$ cat src/rtl/core/ctmc_pkg.sv
// Package for the collective trim mode controller.
// Holds the beat payload types, substate encodings and register indexes.
// No dependencies.
package ctmc_pkg;

   localparam int POS_W  = 12;   // position fields on the ports
   localparam int LOAD_W = 24;   // load sample and thresholds
   localparam int STEP_W = 8;    // trim step register
   localparam int CSR_IDX_W = 2;

   localparam int REF_RESET = 500;
   localparam logic [LOAD_W-1:0] OVR_TH_RESET  = 24'd150;
   localparam logic [LOAD_W-1:0] RET_TH_RESET  = 24'd40;
   localparam logic [STEP_W-1:0] TRIM_STEP_RESET = 8'd5;

   // register indexes on the csr port
   localparam logic [CSR_IDX_W-1:0] CSR_OVERRIDE_TH = 2'd0;
   localparam logic [CSR_IDX_W-1:0] CSR_RETURN_TH   = 2'd1;
   localparam logic [CSR_IDX_W-1:0] CSR_TRIM_STEP   = 2'd2;

   typedef enum logic [4:0] {
      SUB_DEFAULT   = 5'b00001,
      SUB_BEEP_UP   = 5'b00010,
      SUB_BEEP_DOWN = 5'b00100,
      SUB_TRIM_HELD = 5'b01000,
      SUB_OVERRIDE  = 5'b10000
   } manual_sub_type;

   typedef enum logic [1:0] {
      AUTO_ACTING   = 2'b01,
      AUTO_OVERRIDE = 2'b10
   } auto_sub_type;

   typedef struct packed {
      logic                     beep_up;
      logic                     beep_down;
      logic                     trim_button;
      logic                     limit_top;
      logic                     limit_bottom;
      logic signed [LOAD_W-1:0] load_sample;
      logic                     autopilot_request;
      logic                     hydraulic_fault;
      logic [POS_W-1:0]         position_command;
      logic [POS_W-1:0]         position_measured;
   } req_type;

   typedef struct packed {
      logic                     motor_enable;
      logic                     motor_up;
      logic                     motor_step;
      logic                     report_beep_up;
      logic                     report_beep_down;
      logic                     report_trim_button;
      logic                     report_override;
      logic signed [LOAD_W-1:0] report_load;
      logic                     mode_autopilot;
   } rsp_type;

   typedef struct packed {
      logic [LOAD_W-1:0] override_threshold;
      logic [LOAD_W-1:0] return_threshold;
      logic [STEP_W-1:0] trim_step;
   } cfg_type;

endpackage

$ cat src/rtl/core/ctmc_in_reg.sv
// Input register for control tick beats.
// Depends on ctmc_pkg for the request payload type.
module ctmc_in_reg (
   input  logic              clock,
   input  logic              reset,
   input  logic              req_valid,
   output logic              req_ready,
   input  ctmc_pkg::req_type req_data,
   input  logic              take,
   output logic              hold_valid,
   output ctmc_pkg::req_type hold_data
);
   import ctmc_pkg::*;

   logic    valid_ff, valid_in;
   req_type data_ff;

   // accept when empty or when the held beat moves on this cycle
   assign req_ready = !valid_ff || take;

   always_comb begin
      valid_in = valid_ff;
      if (take) begin
         valid_in = 1'b0;
      end
      if (req_valid && req_ready) begin
         valid_in = 1'b1;
      end
   end

   always_ff @(posedge clock) begin
      if (reset) begin
         valid_ff <= 1'b0;
      end else begin
         valid_ff <= valid_in;
      end
   end

   always_ff @(posedge clock) begin
      if (req_valid && req_ready) begin
         data_ff <= req_data;
      end
   end

   assign hold_valid = valid_ff;
   assign hold_data  = data_ff;

endmodule

$ cat src/rtl/core/ctmc_out_reg.sv
// Result register for the rsp channel.
// Depends on ctmc_pkg for the result payload type.
module ctmc_out_reg (
   input  logic              clock,
   input  logic              reset,
   input  logic              load,
   input  ctmc_pkg::rsp_type load_data,
   output logic              can_load,
   output logic              rsp_valid,
   input  logic              rsp_ready,
   output ctmc_pkg::rsp_type rsp_data
);
   import ctmc_pkg::*;

   logic    valid_ff, valid_in;
   rsp_type data_ff;

   assign can_load = !valid_ff || rsp_ready;

   always_comb begin
      valid_in = valid_ff;
      if (rsp_ready) begin
         valid_in = 1'b0;
      end
      if (load) begin
         valid_in = 1'b1;
      end
   end

   always_ff @(posedge clock) begin
      if (reset) begin
         valid_ff <= 1'b0;
      end else begin
         valid_ff <= valid_in;
      end
   end

   always_ff @(posedge clock) begin
      if (load) begin
         data_ff <= load_data;
      end
   end

   assign rsp_valid = valid_ff;
   assign rsp_data  = data_ff;

endmodule

$ cat src/rtl/core/ctmc_mode_core.sv
// Mode and substate logic, trim reference and spring flag.
// Depends on ctmc_pkg for payload, config and substate types.
module ctmc_mode_core #(
   parameter int MAX_POSITION = 4095
) (
   input  logic              clock,
   input  logic              reset,
   input  logic              advance,
   input  ctmc_pkg::req_type tick,
   input  ctmc_pkg::cfg_type cfg,
   output ctmc_pkg::rsp_type result
);
   import ctmc_pkg::*;

   localparam int RW = $clog2(MAX_POSITION + 1);
   localparam int SW = ((RW > POS_W) ? RW : POS_W) + 2;
   localparam logic signed [SW-1:0] MaxPosS = SW'(MAX_POSITION);
   localparam logic [RW-1:0] RefResetV =
      (REF_RESET > MAX_POSITION) ? RW'(MAX_POSITION) : RW'(REF_RESET);

   logic           mode_ff, mode_in;       // 1 autopilot
   manual_sub_type man_ff, man_in;
   auto_sub_type   aut_ff, aut_in;
   logic [RW-1:0]  trim_ref_ff, trim_ref_in;
   logic           spring_ff, spring_in;

   logic [LOAD_W-1:0]  mag;
   logic               above, below;
   logic signed [SW-1:0] ref_s, meas_s, cmd_s, step_s, new_ref_s;

   function automatic logic [RW-1:0] clamp_ref(input logic signed [SW-1:0] v);
      logic [RW-1:0] r;
      if (v < 0) begin
         r = '0;
      end else if (v > MaxPosS) begin
         r = RW'(MAX_POSITION);
      end else begin
         r = v[RW-1:0];
      end
      return r;
   endfunction

   // |load| fits 24 bits unsigned, most negative sample included
   assign mag   = tick.load_sample[LOAD_W-1] ? $unsigned(-tick.load_sample)
                                             : $unsigned(tick.load_sample);
   assign above = mag > cfg.override_threshold;
   assign below = mag < cfg.return_threshold;

   assign ref_s  = $signed(SW'(trim_ref_ff));
   assign meas_s = $signed(SW'(tick.position_measured));
   assign cmd_s  = $signed(SW'(tick.position_command));
   assign step_s = $signed(SW'(cfg.trim_step));

   always_comb begin
      logic en, up, stp, track;
      en = 1'b0;
      up = 1'b1;
      stp = 1'b0;
      track = 1'b0;
      mode_in = mode_ff;
      man_in = man_ff;
      aut_in = aut_ff;
      trim_ref_in = trim_ref_ff;
      spring_in = spring_ff;
      new_ref_s = '0;
      result = '0;

      if (tick.hydraulic_fault) begin
         // lock motor, keep modes and reference
         spring_in = 1'b0;
         result.motor_enable = 1'b1;
         result.motor_up = 1'b1;
         result.report_override = 1'b1;
         result.mode_autopilot = mode_ff;
      end else begin
         if (!mode_ff && tick.autopilot_request) begin
            mode_in = 1'b1;
            aut_in = AUTO_ACTING;
         end else if (mode_ff && !tick.autopilot_request) begin
            mode_in = 1'b0;
            man_in = SUB_DEFAULT;
            spring_in = 1'b1;
         end

         if (!mode_in) begin
            case (man_in)
               SUB_DEFAULT: begin
                  spring_in = 1'b1;
                  if (tick.trim_button) begin
                     man_in = SUB_TRIM_HELD;
                  end else if (tick.beep_up) begin
                     man_in = SUB_BEEP_UP;
                  end else if (tick.beep_down) begin
                     man_in = SUB_BEEP_DOWN;
                  end else if (above) begin
                     man_in = SUB_OVERRIDE;
                  end
                  track = 1'b1;
               end
               SUB_TRIM_HELD: begin
                  spring_in = 1'b0;
                  if (!tick.trim_button) begin
                     trim_ref_in = clamp_ref(meas_s);
                     man_in = SUB_DEFAULT;
                  end
               end
               SUB_BEEP_UP: begin
                  if (tick.limit_top || !tick.beep_up) begin
                     man_in = SUB_DEFAULT;
                  end else begin
                     trim_ref_in = clamp_ref(ref_s + step_s);
                     en = 1'b1;
                     up = 1'b1;
                     stp = 1'b1;
                  end
               end
               SUB_BEEP_DOWN: begin
                  if (tick.limit_bottom || !tick.beep_down) begin
                     man_in = SUB_DEFAULT;
                  end else begin
                     trim_ref_in = clamp_ref(ref_s - step_s);
                     en = 1'b1;
                     up = 1'b0;
                     stp = 1'b1;
                  end
               end
               default: begin
                  // override: hold until the load falls below return level
                  spring_in = 1'b1;
                  if (below) begin
                     man_in = SUB_DEFAULT;
                  end
                  track = 1'b1;
               end
            endcase
         end else begin
            spring_in = 1'b1;
            track = 1'b1;
            if (aut_in == AUTO_ACTING) begin
               trim_ref_in = clamp_ref(cmd_s);
               if (above) begin
                  aut_in = AUTO_OVERRIDE;
               end
            end else if (below) begin
               aut_in = AUTO_ACTING;
            end
         end

         // step toward the updated reference
         new_ref_s = $signed(SW'(trim_ref_in));
         if (track && (meas_s != new_ref_s)) begin
            en = 1'b1;
            up = new_ref_s > meas_s;
            stp = 1'b1;
         end

         result.motor_enable = en;
         result.motor_up = up;
         result.motor_step = stp;
         result.report_beep_up = tick.beep_up;
         result.report_beep_down = tick.beep_down;
         result.report_trim_button = tick.trim_button;
         result.report_override = (man_in == SUB_OVERRIDE) || (aut_in == AUTO_OVERRIDE);
         result.report_load = spring_in ? tick.load_sample : '0;
         result.mode_autopilot = mode_in;
      end
   end

   always_ff @(posedge clock) begin
      if (reset) begin
         mode_ff <= 1'b0;
         man_ff <= SUB_DEFAULT;
         aut_ff <= AUTO_ACTING;
         trim_ref_ff <= RefResetV;
         spring_ff <= 1'b1;
      end else if (advance) begin
         mode_ff <= mode_in;
         man_ff <= man_in;
         aut_ff <= aut_in;
         trim_ref_ff <= trim_ref_in;
         spring_ff <= spring_in;
      end
   end

   assert property (@(posedge clock) disable iff (reset)
      32'(trim_ref_ff) <= MAX_POSITION)
      else $error("trim reference beyond travel");

   assert property (@(posedge clock) disable iff (reset)
      advance && tick.hydraulic_fault |=>
         $stable(mode_ff) && $stable(man_ff) && $stable(aut_ff) &&
         $stable(trim_ref_ff) && !spring_ff)
      else $error("fault beat changed mode state");

   assert property (@(posedge clock) disable iff (reset)
      !advance |=> $stable(trim_ref_ff) && $stable(mode_ff))
      else $error("state moved without a beat");

endmodule

$ cat src/rtl/core/collective_trim_mode_controller_unit.sv
// Top level of the collective trim mode controller.
// Depends on ctmc_pkg, ctmc_in_reg, ctmc_mode_core and ctmc_out_reg.
//
// Each req beat is one control tick: button and limit levels, a signed load
// sample, autopilot and fault requests, commanded and measured positions.
// Each tick yields exactly one rsp beat with the stepper enable, direction
// and step pulse plus telemetry. The block holds manual/autopilot mode with
// substates (default, trim held, beep up, beep down, override; acting or
// override), a trim reference saturated to 0..MAX_POSITION and a spring
// flag. Override entry and exit use a hysteresis pair of thresholds on the
// load magnitude. A hydraulic fault locks the motor and reports override.
// Rate: one tick per clock cycle sustained while the receiver takes rsp beats.
// An accepted req beat sits in the input register, then the mode logic runs
// in a single pass and loads the result register. The input register
// accepts a new beat whenever its held beat moves on, so a waiting result
// does not stall intake until both stages are full.
// Configuration: csr writes are always accepted; write only while idle.
// Index 0 override threshold, 1 return threshold, 2 trim step; other
// indexes are ignored. No clearing pass after reset.
module collective_trim_mode_controller_unit #(
   parameter int MAX_POSITION = 4095
) (
   input  logic                              clock,
   input  logic                              reset,
   input  logic                              req_valid,
   output logic                              req_ready,
   input  ctmc_pkg::req_type                 req_data,
   output logic                              rsp_valid,
   input  logic                              rsp_ready,
   output ctmc_pkg::rsp_type                 rsp_data,
   input  logic                              csr_valid,
   output logic                              csr_ready,
   input  logic [ctmc_pkg::CSR_IDX_W-1:0]    csr_index,
   input  logic [ctmc_pkg::LOAD_W-1:0]       csr_data
);
   import ctmc_pkg::*;

   logic    hold_valid;
   req_type hold_data;
   logic    can_load;
   logic    advance;
   rsp_type core_result;
   cfg_type cfg_ff;

   // config port never stalls
   assign csr_ready = 1'b1;

   always_ff @(posedge clock) begin
      if (reset) begin
         cfg_ff.override_threshold <= OVR_TH_RESET;
         cfg_ff.return_threshold <= RET_TH_RESET;
         cfg_ff.trim_step <= TRIM_STEP_RESET;
      end else if (csr_valid && csr_ready) begin
         case (csr_index)
            CSR_OVERRIDE_TH: cfg_ff.override_threshold <= csr_data;
            CSR_RETURN_TH:   cfg_ff.return_threshold <= csr_data;
            CSR_TRIM_STEP:   cfg_ff.trim_step <= csr_data[STEP_W-1:0];
            default: begin
               // drop writes to unmapped indexes
            end
         endcase
      end
   end

   ctmc_in_reg u_in_reg (
      .clock      (clock),
      .reset      (reset),
      .req_valid  (req_valid),
      .req_ready  (req_ready),
      .req_data   (req_data),
      .take       (advance),
      .hold_valid (hold_valid),
      .hold_data  (hold_data)
   );

   // advance the held tick when the result register has room
   assign advance = hold_valid && can_load;

   ctmc_mode_core #(
      .MAX_POSITION (MAX_POSITION)
   ) u_mode_core (
      .clock   (clock),
      .reset   (reset),
      .advance (advance),
      .tick    (hold_data),
      .cfg     (cfg_ff),
      .result  (core_result)
   );

   ctmc_out_reg u_out_reg (
      .clock     (clock),
      .reset     (reset),
      .load      (advance),
      .load_data (core_result),
      .can_load  (can_load),
      .rsp_valid (rsp_valid),
      .rsp_ready (rsp_ready),
      .rsp_data  (rsp_data)
   );

   assert property (@(posedge clock) disable iff (reset)
      rsp_valid && rsp_data.motor_step |-> rsp_data.motor_enable)
      else $error("step pulse without enable");

   assert property (@(posedge clock) disable iff (reset)
      rsp_valid && !rsp_data.motor_step |-> rsp_data.motor_up)
      else $error("idle direction not up");

   assert property (@(posedge clock) disable iff (reset)
      !req_ready |-> hold_valid && rsp_valid && !rsp_ready)
      else $error("intake stalled with room in the pipe");

endmodule

$ cat config.mk
export PLATFORM = sky130hd
export DESIGN_NAME = collective_trim_mode_controller_unit
export DESIGN_NICKNAME = d
export VERILOG_FILES = /design/src/rtl/core/ctmc_pkg.sv /design/src/rtl/core/ctmc_in_reg.sv /design/src/rtl/core/ctmc_out_reg.sv /design/src/rtl/core/ctmc_mode_core.sv /design/src/rtl/core/collective_trim_mode_controller_unit.sv
export SDC_FILE = /design/constraint.sdc
export NUM_CORES = 1
export LEC_CHECK = 0
export BUFFER_PORTS_ARGS = -buffer_cell sky130_fd_sc_hd__buf_4
export CAP_MARGIN = 20
export CORE_UTILIZATION = 54
export CTS_CLUSTER_DIAMETER = 80
export DETAILED_ROUTE_END_ITERATION = 12
export GPL_ROUTABILITY_DRIVEN = 0
export PLACE_DENSITY = 0.75
export SLEW_MARGIN = 10
export SYNTH_ARGS = -nofsm -noshare
export SYNTH_HDL_FRONTEND = slang
export SYNTH_SLANG_ARGS = --single-unit
$ cat constraint.sdc
create_clock -name clock -period 5.2 [get_ports clock]
set_input_delay 0.26 -clock clock [delete_from_list [all_inputs] [get_ports clock]]
set_output_delay 0.26 -clock clock [all_outputs]
set_load 0.03 [all_outputs]
* Yosys cells after proc, flatten, opt, wreduce, memory -nomap -nowiden
Cells that the tools add are included.
W data, S select, Z words.
** Cells by class
- Reduce and logical (&&, ||, !) cells :: 26
- Multiplexer cells :: 63
- Order comparisons :: 11
- Bitwise gates (word level) :: 2
- Equality and inequality tests :: 10
- $add $sub $neg :: 3
** Operators with widths (number)
- $mux W12 :: 14
- $mux W5 :: 13
- $pmux W12 S3 :: 1
- $gt A12 B12 Y1 const B :: 2
- $gt A24 B24 Y1 :: 1
- $lt A12 B1 Y1 const B :: 2
- $lt A24 B24 Y1 :: 1
- $mux W1 :: 24
- $mux W24 :: 1
- $neg A24 Y24 :: 1
- $pmux W5 S4 :: 1
- $gt A14 B13 Y1 const B :: 1
- $lt A14 B1 Y1 const B :: 1
- $mux W2 :: 7
- $add A12 B8 Y13 :: 1
- $gt A13 B13 Y1 const B :: 1
- $lt A13 B1 Y1 const B :: 1
- $sub A12 B8 Y13 :: 1
- $gt A12 B12 Y1 :: 1
- $ne A12 B12 Y1 :: 1
- $reduce_and A2 Y1 :: 4
- $logic_not A1 Y1 :: 6
- $eq A5 B1 Y1 const B :: 1
- $eq A5 B2 Y1 const B :: 1
- 13 further kinds :: 27
** Word-level totals
- Word-level logic and storage cells :: 144
- Output and inout port bits :: 35
- Input port bits :: 86
- Bits in registers :: 166

* Depth between registers and ports, before layout
- Depth in word-level cells :: 14
- Gate-level depth with buffers :: 19
- Gate-level depth less buffers :: 19

* Modules after synthesis
From an unflattened synthesis, not the netlist that was laid out.
** Unflattened totals
- Cell total of the unflattened synthesis :: 1018
- Area total of the unflattened synthesis :: 9915.8 sq um
** Modules (own cells, without submodules)
- ctmc_mode_core :: instances 1, area an instance 4848.4 sq um, sequential area each 420.4 sq um, cells each 699
- collective_trim_mode_controller_unit :: instances 1, area an instance 2353.5 sq um, sequential area each 1121.1 sq um, cells each 223
- ctmc_in_reg :: instances 1, area an instance 1706.6 sq um, sequential area each 1671.6 sq um, cells each 60
- ctmc_out_reg :: instances 1, area an instance 1007.2 sq um, sequential area each 980.9 sq um, cells each 36

* Worst setup path after synthesis
Ideal clock, no wire load.
- Path type :: flip-flop to flip-flop
- Start point :: reg u_in_reg.data_ff, in the netlist u_in_reg.hold_data[33]
- End point :: reg u_out_reg.data_ff, in the netlist u_out_reg.rsp_data[25] (data pin)
- Data required time :: 4.944 ns
- Library setup time :: 0.256 ns
- Stages on the path, launching flop included :: 16
- Path buffers :: 0
- Clock period less this slack :: 4.001 ns
- Data arrival time :: 3.745 ns
- Slack :: 1.199 ns
- Path through :: edfxtp_1 -> or3_1 -> or2_1 -> nor4_1 -> nand2_1 -> or3_1 -> o31ai_1 -> xnor2_1 -> ha_1 -> nand4_1 -> a211oi_1 -> nor4_1 -> a22oi_1 -> and3_1 -> or3_1 -> a41o_1
** Between the ends
- Longest elaborated chain between the ends :: 12
** RTL lines
- start, declared :: RTL line ctmc_in_reg.sv:16 : req_type data_ff;
- start signal, assigned :: RTL line ctmc_in_reg.sv:41 : data_ff <= req_data;
- $neg A24 Y24 :: RTL line ctmc_mode_core.sv:44 : assign mag = tick.load_sample[LOAD_W-1] ? $unsigned(-tick.load_sample)
- $mux W24 (*) :: RTL line ctmc_mode_core.sv:44
- $gt A24 B24 Y1 :: RTL line ctmc_mode_core.sv:46 : assign above = mag > cfg.override_threshold;
- $mux W5 :: RTL line ctmc_mode_core.sv:95 : end else if (above) begin
- $mux W5 :: RTL line ctmc_mode_core.sv:93 : end else if (tick.beep_down) begin
- $mux W5 :: RTL line ctmc_mode_core.sv:91 : end else if (tick.beep_up) begin
- $mux W5 :: RTL line ctmc_mode_core.sv:89 : if (tick.trim_button) begin
- $pmux W5 S4 :: RTL line ctmc_mode_core.sv:86 : case (man_in)
- $mux W5 :: RTL line ctmc_mode_core.sv:85 : if (!mode_in) begin
- $mux W5 :: RTL line ctmc_mode_core.sv:68 : if (tick.hydraulic_fault) begin
- $eq A5 B5 Y1 :: RTL line ctmc_mode_core.sv:163 : result.report_override = (man_in == SUB_OVERRIDE) || (aut_in == AUTO_OVERRIDE);
- $logic_or A1 B1 Y1 (*) :: RTL line ctmc_mode_core.sv:163
- end signal, assigned :: RTL line ctmc_out_reg.sv:40 : data_ff <= load_data;
- end, declared :: RTL line ctmc_out_reg.sv:16 : rsp_type data_ff;
Mark *: on every way between the ends. The rest lies on a longest branch, timed or not. The select of a mux whose other input is x is not followed.
A chain may end at the register's enable or synchronous reset.

* Worst setup path after layout
Same ends and word-level chain as after synthesis.

==> metrics.txt <==
area grow syn2layout 21.4%; drt first pass iters 6; Leak 4.49 nW; largest family of logic cells by synthesized area simple AND/OR/NAND/NOR gates; WP data arrival about 4.8 ns; Core Rows 48; asr flop ratio synth 0%; initial DRC count a little over 1000; Initial Util a little under three fifths; Hold Buf Count CTS 36; leading area contributor after synthesis edfxtp_1; fillers roughly 1400; most frequent cells after synthesis nand2_1, a21oi_1, edfxtp_1; Worst slew margin 31.2%; syn nets around 1200; layout cell share with drive strength beyond 1 15.4%; DRC violations left 0; Vias/cell between 5 and 6; Antenna Nets Post-Route 0; largest net degree at the start of global routing 81; Die Wd roughly 130 µm; WL per Instance about 17 µm; final hold violations 0; Clock Latency Late Sink ~0.44 ns; post-synthesis mux area share ~1.9%; Unique masters post-synth 75; final setup TNS 0 ns; Clock H-tree levels 4; clock tree root driver cell clkbuf_16; CTS tree yes; DR vias between 8000 and 9000; data required time of the worst path between 5 and 6 ns; Synth Register Bits about 170; fraction of the mapped netlist area in adder cells 10.6%; Post-CTS Setup Inserts 0; grt ovf 0; core box area roughly 17000 µm²; Synth Area in XOR/XNOR under 10%; I/O pins roughly 120; Slowest-stage cell, CP nor4bb_1; port bufs 119; overall power approximately 3.3 mW; Worst Tran Pin Value 1.03 ns; # clock sinks approximately 170; area share of and/or/nand/nor cells after synthesis about 18%; CP Max Fanout 5; worst setup margin 0.561 ns; critical setup path kind register to register; clock slew at the register clock pins of the worst setup and hold paths 0.07 ns; Final Slew Violations 0; status finished clean; Post-Synthesis Cells a little over 1000; Synth Cell Area 9500 µm²; vias in the first global route about 7500; IR drop worst, VDD about 0.00024 V; register area share after synthesis approximately 44%; Total GRT Usage 26.9%; Yosys warnings 0; post-route clock period utilization approximately nine tenths; post-DP HPWL around 17000 µm; crit-path cells or3_1 -> or2_1 -> nor4_1 -> nand2_1 -> or3_1 -> nor4bb_1 -> ha_1 -> nand4_1 -> a211oi_1 -> nor4_1 -> a22oi_1 -> and3_1 -> or3_1 -> a41o_1; ant diodes 0; Worst Setup End Kind register; first-pass GRT wire length approximately 38000 µm; most used cell along the critical path or3_1; Power Dens Cells between 200 and 300 nW/µm²; prevailing post-synth register cell edfxtp_1; Min Clock Period, post-route ~4.6 ns; Peak Freq 216 MHz; max-cap check violation count 0; CP bufs+invs 0; top cells by area, synth edfxtp_1, dfxtp_1, ha_1; area share of the largest cell type after synthesis 27.5%; PostCTS Resize Cnt 0; crit-path max cell delay between 0.5 and 0.6 ns; Num CTS Buffers 17; Compound-Gate Fraction of Synth Area between 10% and 20%; clock skew between 0.01 and 0.015 ns; die extent in y ~130 µm; CP Launch Type register; HP Class primary input to register; endpoints failing setup 0; cell family with most CP delay simple AND/OR/NAND/NOR gates; cell with the most instances after synthesis nand2_1; Post-synth EDFFs 87; fin util about 67%; syn_area_per_cell about 9.3 µm²; WL final 23900 µm; initial antenna violation count 0; Longest Clk Path Bufs 2; RSZ-0062 raised after global routing false; post-place setup slack about 0.67 ns; Final nets 1329; Die ar. 18100 µm²
[through the flow]
| step | hold slack (ns) | instances | cell area, µm² |
|---|---|---|---|
| 6_report | 0.00811 | 1402 | 11500 |
| 5_1_grt | 0.00106 | 1402 | 11500 |
| 4_1_cts | 0.0000145 | 1400 | 11500 |
| 3_5_place_dp | 0.439 | 1332 | 10600 |
| 3_3_place_gp | 0.438 | 1332 | 10600 |
| 2_1_floorplan | 0.359 | 1025 | 9500 |
[power breakdown]
part	internal [mW]	leakage (nW)	switching, mW
Clock	0.723	0.283	0.566
Sequential	1.45	1.48	0.0520
Combinational	0.238	2.73	0.305
Total	2.41	4.49	0.924
[placed cells by master, fill, tap and decap left out, drive strengths merged, types with 7 or more instances in the layout]
cell         Yosys  routed
nor4             7       7
a211o           10      10
nand2b          11      11
o21ai           45      45
or3             10      10
buf             13     129
a21o             9       9
dfxtp           79      79
nand2          140     140
ha              77      77
clkbuf          33      18
o31ai           10      10
nand3           17      17
a211oi          14      14
mux2i           17      17
o211ai           9       9
or2              7       7
nor3            18      18
inv             83      89
dlygate4sd3      0      37
edfxtp          87      87
xnor2           26      26
a21oi           98      98
and2            24      24
nor2b           12      12
nor2            61      61
nand4           11      11
[final timing paths]
kind                                              from                endpoint  slack (ns)  cells after the start
worst max-delay path            u_in_reg.hold_data[33]  u_out_reg.rsp_data[25]        0.56                     14
worst min-delay path                      req_data[32]  u_in_reg.hold_data[32]       0.008                      1
worst max register to register  u_in_reg.hold_data[33]  u_out_reg.rsp_data[25]        0.56                     14
worst min register to register              cfg_ff[12]              cfg_ff[12]        0.46                      2
[per-layer routing]
layer	routed length (µm)	part of all wire [%]	vias to the layer above	GRT usage (%)
met5	0	0	-	0
met3	1860	7.8	34	5.44
met1	11100	46	3814	39.2
met2	10600	44	355	40.2
met4	347	1.5	0	8.30
li1	-	-	3920	-
[registers in the layout, indices dropped and copies added (netlist names)]
name	flops
cfg_ff	56
u_in_reg.hold_data	55
u_in_reg.hold_valid	1
u_mode_core.aut_ff	2
u_mode_core.man_ff	5
u_mode_core.mode_ff	1
u_mode_core.spring_ff	1
u_mode_core.trim_ref_ff	12
u_out_reg.rsp_data	32
u_out_reg.rsp_valid	1
[layout make-up]
class | instances | area [µm²] | share of cell area [%]
Clock buffer | 18 | 429 | 3.72
Tap cell | 225 | 282 | 2.44
Clock inverter | 14 | 169 | 1.46
Timing Repair Buffer | 166 | 1340 | 11.6
Sequential cell | 166 | 4190 | 36.4
Multi-Input combinational cell | 729 | 4810 | 41.7
Inverter | 84 | 315 | 2.73
[cells by family (layout without fill, tap and decap cells)]
logic type                 Yosys count  in the layout
and+or+nand+nor                    344            344
xor gates and xnor gates            31             31
other                                1              1
buffers and inverters              130            282
AOI/OAI and AO/OA                  256            256
muxes                               18             18
adders and majority gates           79             79
DFF                                166            166
Note: power is estimated with default switching activity, not from simulation.
